===== config.mk =====
export PLATFORM = sky130hd
export DESIGN_NAME = sst_ctrl
export DESIGN_NICKNAME = d
export VERILOG_FILES = /design/src/sv/sst_pkg.sv /design/src/sv/sst_ctrl.sv
export SDC_FILE = /design/constraint.sdc
export NUM_CORES = 1
export LEC_CHECK = 0
export BUFFER_PORTS_ARGS = -buffer_cell sky130_fd_sc_hd__buf_4
export CAP_MARGIN = 20
export CORE_AREA = 2 2 162 164
export DETAILED_ROUTE_END_ITERATION = 6
export DIE_AREA = 0 0 164 166
export PLACE_DENSITY = 0.79
export SYNTH_ARGS = -nofsm -noshare
export SYNTH_HDL_FRONTEND = slang
export SYNTH_SLANG_ARGS = --single-unit

===== constraint.sdc =====
create_clock -name clock -period 7.6 [get_ports clock]
set_input_delay 1.52 -clock clock [delete_from_list [all_inputs] [get_ports clock]]
set_output_delay 1.52 -clock clock [all_outputs]
set_load 0.005 [all_outputs]

===== src/sv/sst_pkg.sv =====
`timescale 1ns / 1ps
// ----------------------------------------------------------------------------
// sst_pkg
// Shared types and constants of the sorted server table.
// ----------------------------------------------------------------------------
package sst_pkg;

   localparam int TABLE_DEPTH = 64;
   localparam int IDX_W       = $clog2(TABLE_DEPTH);
   localparam int CNT_W       = $clog2(TABLE_DEPTH + 1);

   // fixed field widths
   localparam int POS_W       = 6;
   localparam int COUNT_W     = 7;
   localparam int LIMIT_W     = 16;
   localparam int CSR_IDX_W   = 2;

   localparam logic OP_NOTIFY = 1'b0;
   localparam logic OP_READ   = 1'b1;

   localparam logic [1:0] KIND_UPDATED  = 2'd0;
   localparam logic [1:0] KIND_INSERTED = 2'd1;
   localparam logic [1:0] KIND_DROPPED  = 2'd2;
   localparam logic [1:0] KIND_READ     = 2'd3;

   localparam logic [1:0] CLS_CLOSED = 2'd0;
   localparam logic [1:0] CLS_IDLE   = 2'd1;
   localparam logic [1:0] CLS_BUSY   = 2'd2;
   localparam logic [1:0] CLS_FULL   = 2'd3;

   localparam logic [CSR_IDX_W-1:0] REG_IDLE_LIMIT = 2'd0;
   localparam logic [CSR_IDX_W-1:0] REG_BUSY_LIMIT = 2'd1;

   localparam logic [LIMIT_W-1:0] IDLE_LIMIT_RESET = 16'd1000;
   localparam logic [LIMIT_W-1:0] BUSY_LIMIT_RESET = 16'd2000;

   typedef struct packed {
      logic [31:0]        server_id;
      logic signed [31:0] key;
      logic [15:0]        port;
      logic [1:0]         cls;
   } entry_type;

   typedef struct packed {
      logic [LIMIT_W-1:0] idle_limit;
      logic [LIMIT_W-1:0] busy_limit;
   } cfg_type;

   typedef struct packed {
      logic               opcode;
      logic [31:0]        server_id;
      logic signed [31:0] server_ip;
      logic [15:0]        server_port;
      logic               online;
      logic [15:0]        load;
      logic [POS_W-1:0]   read_index;
   } req_type;

   typedef struct packed {
      logic [1:0]         kind;
      logic [POS_W-1:0]   position;
      logic [COUNT_W-1:0] entry_count;
      logic               entry_valid;
      entry_type          entry;
   } result_type;

   typedef struct packed {
      logic             wr_en;
      logic [IDX_W-1:0] wr_addr;
      entry_type        wr_data;
      logic [IDX_W-1:0] rd_addr;
   } mem_cmd_type;

endpackage


===== src/sv/sst_ctrl.sv =====
`timescale 1ns / 1ps
// ----------------------------------------------------------------------------
// sst_ctrl
// Sequencer: linear lower-bound scan with one key comparator, then a
// one-entry-per-cycle shift through the memory and the final write.
// ----------------------------------------------------------------------------
module sst_ctrl (
   input  logic                 clock,
   input  logic                 reset,
   input  sst_pkg::cfg_type     cfg,
   input  logic                 req_valid,
   output logic                 req_ready,
   input  sst_pkg::req_type     req,
   output logic                 res_valid,
   input  logic                 res_ready,
   output sst_pkg::result_type  res,
   output sst_pkg::mem_cmd_type mem_cmd,
   input  sst_pkg::entry_type   rd_data
);
   import sst_pkg::*;

   typedef enum logic [6:0] {
      ST_IDLE   = 7'b0000001,
      ST_READ   = 7'b0000010,
      ST_SCAN   = 7'b0000100,
      ST_PLACE  = 7'b0001000,
      ST_SHIFT  = 7'b0010000,
      ST_WRITE  = 7'b0100000,
      ST_RESULT = 7'b1000000
   } state_type;

   localparam int CMP_W = CNT_W + POS_W;
   localparam logic [CNT_W-1:0] DEPTH_C = CNT_W'(TABLE_DEPTH);
   localparam logic [CNT_W-1:0] LAST_C  = CNT_W'(TABLE_DEPTH - 1);

   state_type          state_ff, state_in;
   entry_type          ent_ff, ent_in;
   logic [POS_W-1:0]   idx_ff, idx_in;
   logic [CNT_W-1:0]   pos_ff, pos_in;
   logic [CNT_W-1:0]   sh_ff, sh_in;
   logic [CNT_W-1:0]   cnt_ff, cnt_in;
   logic               match_ff, match_in;
   logic [1:0]         kind_ff, kind_in;
   result_type         res_ff, res_in;

   logic [CNT_W-1:0]   pos_inc, sh_dec1, sh_dec2, last_pos, last_dec, place_pos;
   logic [1:0]         cls;
   logic               key_less;

   // status class of the incoming notify
   always_comb begin
      if (!req.online) begin
         cls = CLS_CLOSED;
      end else if (req.load < cfg.idle_limit) begin
         cls = CLS_IDLE;
      end else if (req.load < cfg.busy_limit) begin
         cls = CLS_BUSY;
      end else begin
         cls = CLS_FULL;
      end
   end

   // the one key comparator
   assign key_less  = rd_data.key < ent_ff.key;

   assign pos_inc   = pos_ff + 1'b1;
   assign sh_dec1   = sh_ff - 1'b1;
   assign sh_dec2   = sh_ff - 2'd2;
   // last slot the insert may use; a full table drops its largest key
   assign last_pos  = (cnt_ff >= DEPTH_C) ? LAST_C : cnt_ff;
   assign last_dec  = last_pos - 1'b1;
   assign place_pos = (pos_ff > last_pos) ? last_pos : pos_ff;

   always_comb begin
      state_in = state_ff;
      ent_in   = ent_ff;
      idx_in   = idx_ff;
      pos_in   = pos_ff;
      sh_in    = sh_ff;
      cnt_in   = cnt_ff;
      match_in = match_ff;
      kind_in  = kind_ff;
      res_in   = res_ff;

      mem_cmd.wr_en   = 1'b0;
      mem_cmd.wr_addr = pos_ff[IDX_W-1:0];
      mem_cmd.wr_data = ent_ff;
      mem_cmd.rd_addr = '0;

      case (state_ff)
         ST_IDLE: begin
            if (req.opcode == OP_READ) begin
               mem_cmd.rd_addr = IDX_W'(req.read_index);
            end
            if (req_valid) begin
               if (req.opcode == OP_READ) begin
                  idx_in   = req.read_index;
                  state_in = ST_READ;
               end else begin
                  ent_in.server_id = req.server_id;
                  ent_in.key       = req.server_ip;
                  ent_in.port      = req.server_port;
                  ent_in.cls       = cls;
                  pos_in   = '0;
                  match_in = 1'b0;
                  state_in = (cnt_ff == '0) ? ST_PLACE : ST_SCAN;
               end
            end
         end
         ST_READ: begin
            res_in.kind        = KIND_READ;
            res_in.position    = idx_ff;
            res_in.entry_count = COUNT_W'(cnt_ff);
            if (CMP_W'(idx_ff) < CMP_W'(cnt_ff)) begin
               res_in.entry_valid = 1'b1;
               res_in.entry       = rd_data;
            end else begin
               res_in.entry_valid = 1'b0;
               res_in.entry       = '0;
            end
            state_in = ST_RESULT;
         end
         ST_SCAN: begin
            // rd_data holds the entry at pos_ff; prefetch the next one
            mem_cmd.rd_addr = pos_inc[IDX_W-1:0];
            if (key_less) begin
               pos_in = pos_inc;
               if (pos_inc == cnt_ff) begin
                  state_in = ST_PLACE;
               end
            end else begin
               match_in = (rd_data.key == ent_ff.key);
               state_in = ST_PLACE;
            end
         end
         ST_PLACE: begin
            if (match_ff) begin
               kind_in  = KIND_UPDATED;
               state_in = ST_WRITE;
            end else begin
               kind_in = (cnt_ff >= DEPTH_C) ? KIND_DROPPED : KIND_INSERTED;
               pos_in  = place_pos;
               cnt_in  = last_pos + 1'b1;
               if (last_pos > place_pos) begin
                  mem_cmd.rd_addr = last_dec[IDX_W-1:0];
                  sh_in    = last_pos;
                  state_in = ST_SHIFT;
               end else begin
                  state_in = ST_WRITE;
               end
            end
         end
         ST_SHIFT: begin
            // move entry sh-1 up to sh while fetching sh-2
            mem_cmd.wr_en   = 1'b1;
            mem_cmd.wr_addr = sh_ff[IDX_W-1:0];
            mem_cmd.wr_data = rd_data;
            if (sh_ff > pos_inc) begin
               mem_cmd.rd_addr = sh_dec2[IDX_W-1:0];
               sh_in = sh_dec1;
            end else begin
               state_in = ST_WRITE;
            end
         end
         ST_WRITE: begin
            mem_cmd.wr_en      = 1'b1;
            res_in.kind        = kind_ff;
            res_in.position    = POS_W'(pos_ff);
            res_in.entry_count = COUNT_W'(cnt_ff);
            res_in.entry_valid = 1'b1;
            res_in.entry       = ent_ff;
            state_in = ST_RESULT;
         end
         ST_RESULT: begin
            if (res_ready) begin
               state_in = ST_IDLE;
            end
         end
         default: begin
            state_in = ST_IDLE;
         end
      endcase
   end

   always_ff @(posedge clock) begin
      if (reset) begin
         state_ff <= ST_IDLE;
         cnt_ff   <= '0;
      end else begin
         state_ff <= state_in;
         cnt_ff   <= cnt_in;
      end
      ent_ff   <= ent_in;
      idx_ff   <= idx_in;
      pos_ff   <= pos_in;
      sh_ff    <= sh_in;
      match_ff <= match_in;
      kind_ff  <= kind_in;
      res_ff   <= res_in;
   end

   assign req_ready = (state_ff == ST_IDLE);
   assign res_valid = (state_ff == ST_RESULT);
   assign res       = res_ff;

endmodule


==> impl.org <==
** Routing
- First DRT Iteration DRCs :: 905
- The pre-antenna-repair detailed-routing pass consisted of 6 iterations.
- Summed over all layers, the routed wires come to 38700 um.
- Vias after detailed routing :: 10300
- Routed wire per std cell :: 20.9 um
- In this run the remaining antenna-violating nets after routing total 0.
- For this run, design rule violations remaining after detail routing come to 0.
- In the routed layout, each cell is associated on average with a via count of 5.54.

** Global routing
- Across every metal layer, demand over resource in global routing totals 27.7%.
- The first global-routing pass estimated 57900 um of wire.
- The number of global-route vias before repair is 10200.
- Pin count of the biggest net entering global routing :: 84
- Leftover overflow at the end of global routing :: 0
- The initial antenna violation count was 1.

** Synthesis
- A synthesized cell averages 11.1 um^2.
- Yosys mapped a number of flops with a built-in enable equal to 203.
- Main area contributors after synthesis :: edfxtp_1 (50%), ha_1 (9.7%), mux2_2 (7.8%), nand2_1 (5.6%), o21ai_0 (3.2%)
- The most used flip-flop cell after synthesis is edfxtp_1.
- Post-synthesis cell type with the largest combined area :: edfxtp_1
- Post-Syn Instances :: 1094
- In this run, synthesis produced a sequential element count of 217.
- The synthesized design devotes to its leading area cell type 50.3% of total area.
- For this run, the register share of the synthesized area comes to 52.6%.
- Area of the mapped netlist :: 12100 um^2
- The number of nets handed over by synthesis was 1410.
- Share of async-settable or async-resettable flops after synthesis :: 0%
- Synthesis instantiated 65 different standard cells from the library.
- Number of warnings printed during yosys synthesis :: 0

** CTS
- Root cell of the clock tree :: clkbuf_16
- CTS buffer count :: 25
- At the later pin of the worst-skew pair, clock insertion delay measures 0.52 ns.
- CTS saw 217 sinks.
- Buffers inserted during post-CTS setup optimization :: 0
- Clock slew at the register clock pins of the worst setup and hold paths :: 0.06 ns
- Hold repair after CTS inserted 0 buffers.
- CTS built an H-tree with a depth of 1.
- Clock tree from TritonCTS :: yes
- Buffers from clock root to sink, at most :: 3
- Post-CTS repair changed the size of 0 cells.

** Floorplan
- Top-Level Pins :: 417
- Once the floorplan was initialized, standard cells occupied 47.3% of the core.
- The floorplan step defined a core boundary enclosing 25600 um^2.
- In this run the horizontal extent of the chip is 164 um.
- From bottom edge to top edge, the die measures 166 um.
- Area enclosed by the die boundary :: 27200 um^2
- The floorplan has 59 rows.

** STA
- In the final timing run, aggregate negative setup slack is 0 ns.
- Crit path time final :: 6.28 ns
- Setup violation total in the final timing report :: 0
- Worst clock skew :: 0.00790 ns
- Max_slew headroom :: 37.4%
- For the pin with the worst max-slew slack, the measured transition is 0.925 ns.
- For this run, the top clock speed supported by timing is 159 MHz.
- The max-slew violation count came to 0.
- Hold timing on the final database bottoms out at a slack of 0.505 ns.
- Final critical-path share of the clock period :: 82.7%
- The hold violation count in the final report was 0.
- Unrepaired setup endpoints after global routing :: no

** Pwr
- Worst vdd rail ir drop :: 0.000179 V
- Dividing total power by cell area gives a power density of 207 nW/um^2.
- In this run the static leakage power is 7.21 nW.
- Total power for the finished layout comes to 0.00338 W.

** Placed design
- At the end of routability-driven placement, the weighted congestion stood at 0.936.
- The wire-length estimate of the detail-placed layout is 29200 um.
- Number of port buffers :: 416

** Critical path
- STA classifies the critical path endpoint as an output pin.
- At the worst endpoint, the required time is 6.08 ns.
- Critical path data arrival time :: 4.76 ns
- The worst setup path is launched from a register.
- Type of the worst setup path :: register to output pin
- Along the worst path, the maximum fanout reaches 16.
- Crit Reg-Reg Startpoint :: cnt_ff[6]
- Launch point of the worst path :: cnt_ff[6]

** Layout
- Net total in the final layout :: 1813
- From synthesis to final layout, the design area changed by 34.5%.
- Proportion of layout cells with a drive suffix above 1 :: 37.9%
- Ant. Diodes :: 0

** Run status
- Outcome :: finished, final reports clean

** Hold path
- The worst hold path belongs to the class register to register.
- In this run the most critical hold path is launched from kind_ff[1].

** Job
- Max-cap violations in this run came to 0.
==> synthesized netlist by cell type, drive strengths merged, types with 2 or more instances <==
| master | instances |
|---|---|
| a21oi | 47 |
| dfxtp | 14 |
| nor4 | 6 |
| o22ai | 35 |
| nand2b | 11 |
| o22a | 2 |
| mux2 | 84 |
| xor2 | 9 |
| nand2 | 180 |
| o31ai | 2 |
| ha | 94 |
| nor2 | 52 |
| clkbuf | 36 |
| nor3 | 7 |
| and4 | 2 |
| o211ai | 2 |
| o311ai | 3 |
| a221oi | 2 |
| nand4 | 18 |
| a22o | 2 |
| buf | 14 |
| nor2b | 10 |
| a211oi | 4 |
| a22oi | 2 |
| mux2i | 9 |
| edfxtp | 203 |
| a21o | 13 |
| conb | 2 |
| nand4b | 2 |
| a31oi | 2 |
| o21ai | 79 |
| and3 | 6 |
| o221ai | 6 |
| inv | 84 |
| a41oi | 2 |
| nand3 | 12 |
| or2 | 9 |
| xnor2 | 15 |
==> power by group <==
part / internal, W / switching [W] / total, W
Sequential: 0.00142 / 0.0000663 / 0.00149
Clock: 0.000627 / 0.000470 / 0.00110
Combinational: 0.000376 / 0.000415 / 0.000791
Total: 0.00243 / 0.000951 / 0.00338
==> registers in the layout, summed over array words and instances (netlist names) <==
name      count
cnt_ff        7
state_ff      7
res          98
sh_ff         7
idx_ff        6
match_ff      1
kind_ff       2
pos_ff        7
ent_ff       82
==> layer usage <==
metal	wire length (um)	GRT usage (%)
met4	1540	10.2
met2	18700	46.8
met3	3410	5.54
met5	13	0
met1	15000	35.1
==> cells by family (layout without fill, tap and decap cells) <==
group                    Yosys count  count (layout)  synth area share, %
AO/OA/AOI/OAI                    212             212                 10.7
XOR/XNOR                          24              24                 1.95
adder cells (fa/ha/maj)           94              94                 9.71
buffers and inverters            135             557                 4.38
flip-flops                       217             217                 52.6
multiplexers                      93              93                 8.55
other                              2               2               0.0620
AND/OR/NAND/NOR                  317             317                 12.0
==> metrics by stage <==
stage               util (%)  setup WS (ns)  instance area (um^2)  cells
floorplan                  -           1.97                 12100   1094
global placement        60.8           1.97                 15600   1805
detailed placement      60.8           1.93                 15600   1805
CTS                     63.6           1.38                 16300   1851
global route            63.6           1.04                 16300   1851
finish                  63.6           1.32                 16300   1851
==> final timing paths <==
check                                   to  slack [ns]  cells after the start
worst min register to register     res[97]        0.50                      1
worst max register to register    sh_ff[4]        3.08                     17
worst max-delay path            mem_cmd[0]        1.32                     18
worst min-delay path               res[97]        0.50                      1
==> critical path, stage by stage, from the launching register on <==
cell and delay [ns]:
dfxtp_1 0.72, or2_2 0.27, inv_1 0.11, ha_1 0.35
nor2b_1 0.14, o21a_1 0.12, o21ai_1 0.06, a21o_1 0.21
a41oi_4 0.35, mux2i_1 0.29, ha_1 0.28, a21oi_1 0.16
nor2b_1 0.06, o21ai_0 0.13, o21ai_0 0.10, o221ai_1 0.28
or2_2 0.26, o221ai_1 0.14, buf_4 0.20
==> area by class of cell <==
type | count | area (um^2)
fillers | 1990 | 9310
multi-input cells | 742 | 5250
clock buffers | 36 | 687
repair buffers | 426 | 3200
inverters | 85 | 320
well taps | 335 | 419
clock inverters | 10 | 53.8
flip-flops and latches | 217 | 6380
==> layout by cell type (no fill, tap or decap), types with 3 or more instances in the layout <==
cell / count
inv_1: 84
buf_4: 426
nor2_1: 49
dfxtp_1: 14
clkbuf_16: 25
o221ai_1: 6
mux2i_1: 9
a21oi_1: 45
clkbuf_1: 9
nor3_1: 5
nand4_1: 18
clkinv_2: 7
o21ai_0: 77
nor4_1: 4
nor2b_1: 10
nand2_1: 180
a211oi_1: 3
ha_1: 94
xor2_1: 8
nand2b_1: 10
a21o_1: 13
o22ai_1: 35
and3_1: 4
edfxtp_1: 203
or2_2: 8
nand3_1: 10
xnor2_1: 14
mux2_2: 84
Power figures use the tool's default switching activity.
